## config.mk

```make
export PLATFORM = sky130hd
export DESIGN_NAME = sha256_hasher
export DESIGN_NICKNAME = d
export VERILOG_FILES = /design/src/sha256_pkg.sv /design/src/sha256_datapath.sv /design/src/sha256_ctrl.sv /design/src/sha256_lenload.sv /design/src/sha256_hasher.sv
export SDC_FILE = /design/constraint.sdc
export NUM_CORES = 2
export LEC_CHECK = 0
export BUFFER_PORTS_ARGS = -buffer_cell sky130_fd_sc_hd__buf_2
export CAP_MARGIN = 10
export CORE_MARGIN = 5
export CORE_UTILIZATION = 60
export CTS_CLUSTER_SIZE = 20
export DETAILED_ROUTE_END_ITERATION = 7
export PLACE_DENSITY = 0.76
export SLEW_MARGIN = 20
export SYNTH_ARGS = -nofsm -noshare
export SYNTH_HDL_FRONTEND = slang
export SYNTH_SLANG_ARGS = --single-unit
```

## constraint.sdc

```tcl
create_clock -name clk -period 30.7 [get_ports clk]
set_clock_uncertainty 0.1 [all_clocks]
set_input_delay 4.605 -clock clk [delete_from_list [all_inputs] [get_ports clk]]
set_output_delay 4.605 -clock clk [all_outputs]
set_load 0.02 [all_outputs]
```

## src/sha256_pkg.sv

```systemverilog
`timescale 1ns / 1ps

package sha256_pkg;

  localparam int unsigned BlockBytes = 64;
  localparam int unsigned Rounds     = 64;
  localparam int unsigned LenBits    = 61;

  localparam logic [7:0] PadByte = 8'h80;

  // controller to datapath commands
  typedef enum logic [2:0] {
    CMD_NONE,
    CMD_LOAD_BYTE,
    CMD_PAD_START,
    CMD_ZERO_BLOCK,
    CMD_LOAD_LEN
  } buf_cmd_t;

  typedef struct packed {
    buf_cmd_t   buf_cmd;
    logic       round_start;
    logic       round_step;
    logic       chain_add;
    logic       chain_init;
    logic       len_clear;
    logic [7:0] byte_in;
    logic [5:0] round_idx;
    logic [2:0] out_idx;
  } dp_ctrl_t;

  typedef struct packed {
    logic [5:0] fill;
    logic       fill_full;
  } dp_stat_t;

  localparam logic [31:0] InitH [8] = '{
    32'h6a09e667, 32'hbb67ae85, 32'h3c6ef372, 32'ha54ff53a,
    32'h510e527f, 32'h9b05688c, 32'h1f83d9ab, 32'h5be0cd19
  };

  localparam logic [31:0] RoundK [64] = '{
    32'h428a2f98, 32'h71374491, 32'hb5c0fbcf, 32'he9b5dba5,
    32'h3956c25b, 32'h59f111f1, 32'h923f82a4, 32'hab1c5ed5,
    32'hd807aa98, 32'h12835b01, 32'h243185be, 32'h550c7dc3,
    32'h72be5d74, 32'h80deb1fe, 32'h9bdc06a7, 32'hc19bf174,
    32'he49b69c1, 32'hefbe4786, 32'h0fc19dc6, 32'h240ca1cc,
    32'h2de92c6f, 32'h4a7484aa, 32'h5cb0a9dc, 32'h76f988da,
    32'h983e5152, 32'ha831c66d, 32'hb00327c8, 32'hbf597fc7,
    32'hc6e00bf3, 32'hd5a79147, 32'h06ca6351, 32'h14292967,
    32'h27b70a85, 32'h2e1b2138, 32'h4d2c6dfc, 32'h53380d13,
    32'h650a7354, 32'h766a0abb, 32'h81c2c92e, 32'h92722c85,
    32'ha2bfe8a1, 32'ha81a664b, 32'hc24b8b70, 32'hc76c51a3,
    32'hd192e819, 32'hd6990624, 32'hf40e3585, 32'h106aa070,
    32'h19a4c116, 32'h1e376c08, 32'h2748774c, 32'h34b0bcb5,
    32'h391c0cb3, 32'h4ed8aa4a, 32'h5b9cca4f, 32'h682e6ff3,
    32'h748f82ee, 32'h78a5636f, 32'h84c87814, 32'h8cc70208,
    32'h90befffa, 32'ha4506ceb, 32'hbef9a3f7, 32'hc67178f2
  };

  function automatic logic [31:0] ror32(input logic [31:0] x, input int unsigned n);
    ror32 = (x >> n) | (x << (32 - n));
  endfunction

endpackage

```

## src/sha256_datapath.sv

```systemverilog
`timescale 1ns / 1ps

module sha256_datapath (
  input  logic                 clk,
  input  logic                 rst_n,
  input  sha256_pkg::dp_ctrl_t ctrl,
  output sha256_pkg::dp_stat_t stat,
  output logic [31:0]          digest_word
);

  // byte buffer as sixteen big-endian words; message bytes are written one at a time
  logic [31:0] w_r [16];
  logic [5:0]  fill_r;
  logic [60:0] len_r;
  logic [31:0] h_r [8];
  logic [31:0] v_r [8];

  logic [31:0] s0, s1, w_new, w_cur, t1, t2;
  logic [63:0] bits;

  assign bits  = {len_r, 3'b000};
  assign w_cur = w_r[0];
  assign s0 = sha256_pkg::ror32(w_r[1], 7) ^ sha256_pkg::ror32(w_r[1], 18) ^ (w_r[1] >> 3);
  assign s1 = sha256_pkg::ror32(w_r[14], 17) ^ sha256_pkg::ror32(w_r[14], 19)
            ^ (w_r[14] >> 10);
  assign w_new = w_r[0] + s0 + w_r[9] + s1;

  assign t1 = v_r[7]
            + (sha256_pkg::ror32(v_r[4], 6) ^ sha256_pkg::ror32(v_r[4], 11)
               ^ sha256_pkg::ror32(v_r[4], 25))
            + ((v_r[4] & v_r[5]) ^ (~v_r[4] & v_r[6]))
            + sha256_pkg::RoundK[ctrl.round_idx] + w_cur;
  assign t2 = (sha256_pkg::ror32(v_r[0], 2) ^ sha256_pkg::ror32(v_r[0], 13)
               ^ sha256_pkg::ror32(v_r[0], 22))
            + ((v_r[0] & v_r[1]) ^ (v_r[0] & v_r[2]) ^ (v_r[1] & v_r[2]));

  assign stat.fill      = fill_r;
  assign stat.fill_full = (fill_r == 6'd63);
  assign digest_word    = h_r[ctrl.out_idx];

  always_ff @(posedge clk) begin
    if (!rst_n) begin
      fill_r <= '0;
      len_r  <= '0;
      for (int i = 0; i < 8; i++) h_r[i] <= sha256_pkg::InitH[i];
    end else begin
      unique case (ctrl.buf_cmd)
        sha256_pkg::CMD_LOAD_BYTE: begin
          w_r[fill_r[5:2]][8*(3-fill_r[1:0]) +: 8] <= ctrl.byte_in;
          fill_r <= fill_r + 6'd1;
          len_r  <= len_r + 61'd1;
        end
        sha256_pkg::CMD_PAD_START: begin
          // pad byte then zeros to block end
          for (int b = 0; b < 64; b++) begin
            if (b[5:0] == fill_r)
              w_r[b/4][8*(3-(b%4)) +: 8] <= sha256_pkg::PadByte;
            else if (b[5:0] > fill_r)
              w_r[b/4][8*(3-(b%4)) +: 8] <= 8'h00;
          end
        end
        sha256_pkg::CMD_ZERO_BLOCK: begin
          for (int i = 0; i < 16; i++) w_r[i] <= '0;
        end
        sha256_pkg::CMD_LOAD_LEN: begin
          w_r[14] <= bits[63:32];
          w_r[15] <= bits[31:0];
        end
        sha256_pkg::CMD_NONE: ;
        default: ;
      endcase
      if (ctrl.round_start) begin
        for (int i = 0; i < 8; i++) v_r[i] <= h_r[i];
      end
      if (ctrl.round_step) begin
        for (int i = 0; i < 15; i++) w_r[i] <= w_r[i+1];
        w_r[15] <= w_new;
        v_r[7] <= v_r[6]; v_r[6] <= v_r[5]; v_r[5] <= v_r[4]; v_r[4] <= v_r[3] + t1;
        v_r[3] <= v_r[2]; v_r[2] <= v_r[1]; v_r[1] <= v_r[0]; v_r[0] <= t1 + t2;
      end
      if (ctrl.chain_add) begin
        for (int i = 0; i < 8; i++) h_r[i] <= h_r[i] + v_r[i];
      end
      if (ctrl.chain_init) begin
        for (int i = 0; i < 8; i++) h_r[i] <= sha256_pkg::InitH[i];
      end
      if (ctrl.len_clear) begin
        len_r  <= '0;
        fill_r <= '0;
      end
    end
  end

endmodule

```

## src/sha256_ctrl.sv

```systemverilog
`timescale 1ns / 1ps

module sha256_ctrl (
  input  logic                 clk,
  input  logic                 rst_n,
  input  logic [7:0]           in_msg_byte,
  input  logic                 in_has_byte,
  input  logic                 in_end_of_message,
  input  logic                 in_valid,
  output logic                 in_ready,
  input  logic                 out_ready,
  output logic                 out_valid,
  output logic [2:0]           out_word_index,
  output logic                 out_last_word,
  output logic                 final_start,
  input  sha256_pkg::dp_stat_t stat,
  output sha256_pkg::dp_ctrl_t ctrl
);

  typedef enum logic [2:0] {
    S_IDLE, S_ROUND_START, S_ROUNDS, S_ADD, S_PAD, S_OUT
  } state_t;

  // what follows a compression
  typedef enum logic [1:0] {
    NX_IDLE, NX_PAD, NX_LEN, NX_OUT
  } next_t;

  state_t     state_r;
  next_t      after_r;
  logic       pend_end_r;
  logic [5:0] rnd_r;
  logic [2:0] idx_r;
  logic       acc;

  assign in_ready       = (state_r == S_IDLE);
  assign acc            = in_valid && in_ready;
  assign out_valid      = (state_r == S_OUT);
  assign out_word_index = idx_r;
  assign out_last_word  = (idx_r == 3'd7);
  assign final_start    = (state_r == S_ROUND_START) && pend_end_r;

  always_comb begin
    ctrl = '0;
    ctrl.byte_in   = in_msg_byte;
    ctrl.round_idx = rnd_r;
    ctrl.out_idx   = idx_r;
    unique case (state_r)
      S_IDLE: begin
        if (acc && in_has_byte) ctrl.buf_cmd = sha256_pkg::CMD_LOAD_BYTE;
      end
      S_ROUND_START: ctrl.round_start = 1'b1;
      S_ROUNDS:      ctrl.round_step  = 1'b1;
      S_ADD: begin
        ctrl.chain_add = 1'b1;
        if (after_r == NX_LEN) ctrl.buf_cmd = sha256_pkg::CMD_ZERO_BLOCK;
      end
      S_PAD:         ctrl.buf_cmd = sha256_pkg::CMD_PAD_START;
      S_OUT: begin
        if (out_ready && idx_r == 3'd7) begin
          ctrl.chain_init = 1'b1;
          ctrl.len_clear  = 1'b1;
        end
      end
      default: ;
    endcase
  end

  always_ff @(posedge clk) begin
    if (!rst_n) begin
      state_r    <= S_IDLE;
      after_r    <= NX_IDLE;
      pend_end_r <= 1'b0;
      rnd_r      <= '0;
      idx_r      <= '0;
    end else begin
      unique case (state_r)
        S_IDLE: begin
          if (acc) begin
            if (in_has_byte && stat.fill_full) begin
              state_r <= S_ROUND_START;
              after_r <= in_end_of_message ? NX_PAD : NX_IDLE;
            end else if (in_end_of_message) begin
              state_r <= S_PAD;
            end
          end
        end
        S_PAD: begin
          // room for the length in this block or not
          state_r <= S_ROUND_START;
          after_r <= (stat.fill >= 6'd56) ? NX_LEN : NX_OUT;
          pend_end_r <= (stat.fill < 6'd56);
        end
        S_ROUND_START: begin
          state_r <= S_ROUNDS;
          rnd_r   <= '0;
          if (pend_end_r) begin
            pend_end_r <= 1'b0;
          end
        end
        S_ROUNDS: begin
          rnd_r <= rnd_r + 6'd1;
          if (rnd_r == 6'd63) state_r <= S_ADD;
        end
        S_ADD: begin
          unique case (after_r)
            NX_IDLE: state_r <= S_IDLE;
            NX_PAD:  state_r <= S_PAD;
            NX_LEN: begin
              // length-only block comes next and ends in the digest
              state_r    <= S_ROUND_START;
              after_r    <= NX_OUT;
              pend_end_r <= 1'b1;
            end
            NX_OUT: begin
              state_r <= S_OUT;
              idx_r   <= '0;
            end
            default: state_r <= S_IDLE;
          endcase
        end
        S_OUT: begin
          if (out_ready) begin
            idx_r <= idx_r + 3'd1;
            if (idx_r == 3'd7) state_r <= S_IDLE;
          end
        end
        default: state_r <= S_IDLE;
      endcase
    end
  end

endmodule

```

## src/sha256_lenload.sv

```systemverilog
`timescale 1ns / 1ps

// merges length load into the buffer command ahead of the final compression
module sha256_lenload (
  input  sha256_pkg::dp_ctrl_t ctrl_in,
  input  logic                 final_start,
  output sha256_pkg::dp_ctrl_t ctrl_out
);

  always_comb begin
    ctrl_out = ctrl_in;
    if (final_start) ctrl_out.buf_cmd = sha256_pkg::CMD_LOAD_LEN;
  end

endmodule

```

## src/sha256_hasher.sv

```systemverilog
`timescale 1ns / 1ps
// byte items: one per cycle while in_ready is high; a byte that fills the block runs a
// compression (64 rounds, one shared round unit, plus start and chain add) before the
// next item is taken; end of message: padding and the last one or two compressions, then
// eight digest items one per cycle while out_ready is high; then items are taken again
// reset (rst_n low, synchronous) loads the initial chain and clears length and fill

module sha256_hasher (
  input  logic        clk,
  input  logic        rst_n,
  input  logic [7:0]  in_msg_byte,
  input  logic        in_has_byte,
  input  logic        in_end_of_message,
  input  logic        in_valid,
  output logic        in_ready,
  output logic [31:0] out_digest_word,
  output logic [2:0]  out_word_index,
  output logic        out_last_word,
  output logic        out_valid,
  input  logic        out_ready
);

  sha256_pkg::dp_ctrl_t ctrl_raw, ctrl;
  sha256_pkg::dp_stat_t stat;
  logic                 final_start;

  // the length words go in on the start of the block that ends in the digest
  sha256_ctrl u_ctrl (
    .clk               (clk),
    .rst_n             (rst_n),
    .in_msg_byte       (in_msg_byte),
    .in_has_byte       (in_has_byte),
    .in_end_of_message (in_end_of_message),
    .in_valid          (in_valid),
    .in_ready          (in_ready),
    .out_ready         (out_ready),
    .out_valid         (out_valid),
    .out_word_index    (out_word_index),
    .out_last_word     (out_last_word),
    .final_start       (final_start),
    .stat              (stat),
    .ctrl              (ctrl_raw)
  );

  sha256_lenload u_len (
    .ctrl_in     (ctrl_raw),
    .final_start (final_start),
    .ctrl_out    (ctrl)
  );

  sha256_datapath u_dp (
    .clk         (clk),
    .rst_n       (rst_n),
    .ctrl        (ctrl),
    .stat        (stat),
    .digest_word (out_digest_word)
  );

endmodule

```

* Word-level counts from Yosys, hierarchy flattened
Memory sizes are Yosys's and may differ from the RTL's. A register that Yosys moved wholly into a read port is not among the register bits.
Cells that the tools add are included.
** Word-level totals
- Memories kept :: 4
- Bits in read-only memories :: 2048
- Word-level logic and storage cells :: 1319
- RAM bits :: 1024
- Register bits :: 82
- Input port bits :: 14
** Cells by class
- Shift operators :: 2
- Multiplexer cells :: 858
- Equality and inequality tests :: 86
- Bitwise gates (word level) :: 253
- Add/subtract/negate cells :: 24
- Reduce and logical (&&, ||, !) cells :: 18
- Magnitude comparators :: 67
** Memories
- (no name shown) :: depth 64, width 32, rd ports 1, clocked after Yosys merged registers in 0, wr ports 0, line sha256_datapath.sv:32 : + sha256_pkg::RoundK[ctrl.round_idx] + w_cur;
- u_dp.w_r :: depth 16, width 32, rd ports 16, clocked after Yosys merged registers in 0, wr ports 16, line sha256_datapath.sv:12 : logic [31:0] w_r [16];
- u_dp.h_r :: depth 8, width 32, rd ports 9, clocked after Yosys merged registers in 1, wr ports 8, line sha256_datapath.sv:15 : logic [31:0] h_r [8];
- u_dp.v_r :: depth 8, width 32, rd ports 8, clocked after Yosys merged registers in 0, wr ports 8, line sha256_datapath.sv:16 : logic [31:0] v_r [8];
** Operator list (count)
- $mux 8 :: 200
- $mux 32 :: 29
- $mux 1 :: 604
- $add 32x32->32 :: 18
- $xor 32x32->32 :: 9
- $or 1x1->1 :: 224
- $eq 6x6->1 const A :: 32
- $gt 6x6->1 const A :: 32
- $and 32x32->32 :: 5
- $eq 5x6->1 const A :: 16
- $gt 5x6->1 const A :: 16
- $add 61x1->61 const B :: 1
- $eq 4x6->1 const A :: 8
- $gt 4x6->1 const A :: 8
- $neg 32->34 :: 1
- $shift 8x34->32 const A :: 1
- $shiftx 8x34->32 :: 1
- $mux 3 :: 11
- $not 32->32 :: 1
- $or 10x32->32 :: 1
- $or 13x32->32 :: 1
- $or 14x32->32 :: 1
- $or 15x32->32 :: 1
- $or 19x32->32 :: 1
- 51 further kinds :: 86

* Longest topological paths before layout
- Depth after elaboration :: 15
- Mapped depth :: 40
- Mapped depth without buffers :: 37

* Modules after synthesis
A second synthesis with hierarchy kept.
** Second synthesis, totals
- Cell total of the unflattened synthesis :: 8230
- Area, all modules :: 75700.1 µm²
** Modules (own cells, without submodules)
- sha256_datapath :: times used 1, cells an instance 8079, seq. area each 28567.4 µm², area an instance 74517.7 µm²
- sha256_ctrl :: times used 1, cells an instance 126, seq. area each 300.3 µm², area an instance 993.5 µm²
- sha256_lenload :: times used 1, cells an instance 25, seq. area each 0.0 µm², area an instance 188.9 µm²

* Least setup slack after synthesis
OpenSTA, ideal clock, no wires.
- Path type :: input to register
- From :: input rst_n
- To :: memory u_dp.v_r[0][0] (enable)
- Stages on the path :: 4
- Arrival time :: 23824 ps
- Setup time :: 1239 ps
- Buffers on the path :: 3
- Path slack :: 5538 ps
- Cells stage by stage :: clkbuf_1 -> clkbuf_1 -> clkbuf_1 -> nor3b_1
** RTL lines
- start: declaration :: line sha256_hasher.sv:10 : input logic rst_n,
- end: declaration :: line sha256_datapath.sv:16

==> flow_summary.toml <==
[setup_path]
end_kind = "flip-flop"
reg2reg_depth = 31
crit_path_start_kind = "flip-flop"
r2r_start = "u_ctrl.rnd_r[0]"
crit_path_top_delay_cell = "a2111oi_1"
crit_top_cell = "nor2_1"
required_ns = 31.09
crit_start = "u_ctrl.rnd_r[0]"
path_max_fanout = 13
crit_arrival_ns = 10.32
path_class = "flip-flop to flip-flop"
critical_path.max_stage_delay_ns = 0.84

[worst_hold_path]
min_path_cells = 2
hp-class = "flip-flop to flip-flop"
hp-start = "u_dp.w_r[5][15]"

[logic_synthesis]
synth_cell_types = 94
async_flop_share_pct = 0
ys.flop_type = "edfxtp_1"
synth_area_per_cell_um2 = 8.811
synth-edff-count = 640
synth-seq-area-share_pct = 37.45
yosysTopAreaCellShare_pct = 25.16
synth_top_area_cell = "edfxtp_1"
syn_nets = 9277
yosysWarningCount = 0
ys_ff_latch = 1109
syn-instance-count = 8669
synth_area_leaders = "edfxtp_1 25%, dfxtp_1 12%, nand2_1 6.6%"
synth_most_common_cell = "nand2_1"
ys_top_cells_by_count = "1347 x nand2_1, 810 x a21oi_1, 742 x o21ai_0"
synth_area_um2 = 76390

[power_and_ir_drop]
power_leakage_nw = 31.98
power.density_nw_per_um2 = 117.3
vdd_drop_max_v = 0.0001372
p_total_mw = 9.605

[cts]
cts_buffers = 132
clock_sinks = 1109
clk_path_buf_depth = 3
clkTransAtPathRegs_ns = 0.06
cts_setup_buffers = 0
cts_htree_levels = 4
cts_tree = "done"
cts_resized = 0
clockRootBuffer = "clkbuf_16"
clkLatencyLatePin_ns = 0.79
hold_buffers = 0

[cells_and_area]
drive_gt1_share_pct = 6.429
syn2layout_area_growth_pct = 7.230
nets = 9073
fill_cells = 10485
finalNonFillerCells = 10235
multi_input_comb_area_um2 = 44470
seq_area_um2 = 28620

[route]
wl_met2_um = 127300
m1WireLength_um = 99960
vias = 68542
dr.pass1.iters = 8
drc = 0
routedWlPerCell_um = 27.35
wl_um = 279900
viasPerCell = 6.697
routed.top_layer = "met5"
drt_iter0_markers = 8583
route.met3.wl_um = 25850
ant_nets = 0

[global_route]
grt_antenna_before_repair = 11
grt_max_degree = 189
grt_overflow = 0
grt_pass1_vias = 65993
gr-usage-all-layers_pct = 40.41
grt_pass1_wl_um = 414800

[placement]
gp_congestion = 1.051
io_buffers = 51
dp_cells = 9993
place.detailed.hpwl_um = 207500
preCtsSetupSlack_ns = 20.87

[timing]
setup_slack_ns = 20.77
rsz0062_at_grt = "no"
fmax_mhz = 100.7
finalSetupTns_ns = 0
finalHoldViolCount = 0
period_needed_ns = 9.928
setup_viol = 0
finalCritPeriodShare_pct = 32.34
worst_pin_slew_ns = 1.370
drv_slew = 0
max_slew_margin_pct = 8.691

[run]
max-cap-violations = 0

[die]
die_w_um = 366.8
core_area_um2 = 127000
die_y_um = 366.8
num_rows = 131
io_pins = 52
start_util_pct = 60.13
dieArea_um2 = 134500

[run_status]
status = "finished clean"
## flip-flops by register name, indices dropped and copies added (netlist names), named ones only
register	cells
u_ctrl.after_r	2
u_ctrl.out_word_index	3
u_ctrl.pend_end_r	1
u_ctrl.rnd_r	6
u_ctrl.state_r	3
u_dp.fill_r	6
u_dp.h_r	256
u_dp.len_r	61
u_dp.v_r	256
u_dp.w_r	512
## critical path: cells and delay by family (launching register included)
kind	cells	cell delay, ns
compound gates	11	3.75
fa+ha+maj	7	3.10
simple gates	8	1.49
buf+inv	3	0.48
xor+xnor	2	0.39
flops	1	0.33
## through the flow
step	area, um^2	util, %	hold slack, ns
2_1_floorplan	76390	-	0.3268
3_3_place_gp	77790	61.24	0.3416
3_5_place_dp	77790	61.24	0.3427
4_1_cts	81880	64.46	0.3549
5_1_grt	81900	64.47	0.3665
6_report	81910	64.48	0.3552
## kinds of logic after synthesis
group           synth area share (%)
compound gates                 20.46
xor+xnor                       6.960
fa+ha+maj                      11.93
buf+inv                        4.475
flops                          37.45
mux                            3.415
simple gates                   15.31
## cell usage in the layout (no fill, tap or decap), drive strengths merged, types with 229 or more instances in the layout
cell	synthesis	routed
xor2	229	229
a21oi	810	810
o21ai	779	779
nor2	656	656
dfxtp	469	469
xnor2	378	378
ha	399	399
nand2	1347	1347
edfxtp	640	640
inv	405	414
## metal layers
metal  track usage [%]  vias to the layer above
li1                  -                    30431
met1             48.19                    32859
met2             64.62                     4153
met3             7.711                     1091
met4             31.46                        8
met5                 0                        -
## worst paths after layout
kind / end / slack (ns)
setup / recovery: u_dp.v_r[2][31] / 20.77
hold / removal: u_dp.w_r[5][15] / 0.36
setup reg to reg: u_dp.v_r[2][31] / 20.77
hold reg to reg: u_dp.w_r[5][15] / 0.36
## report_power, final
part	total (mW)	switching [mW]	internal (mW)
clock	1.54	0.673	0.866
sequential	1.95	0.155	1.80
combinational	6.12	3.64	2.48
total	9.61	4.46	5.14
## cell type report
| type | count | area share [%] |
|---|---|---|
| clock inverter | 58 | 0.6125 |
| sequential | 1109 | 34.94 |
| antenna | 3 | 0.009165 |
| inverter | 410 | 1.882 |
| tap | 1662 | 2.539 |
| timing repair buffer | 158 | 1.338 |
| multi-input combinational | 6654 | 54.29 |
| clock buffer | 181 | 4.384 |
No activity file was read; power rests on OpenSTA's default activity.
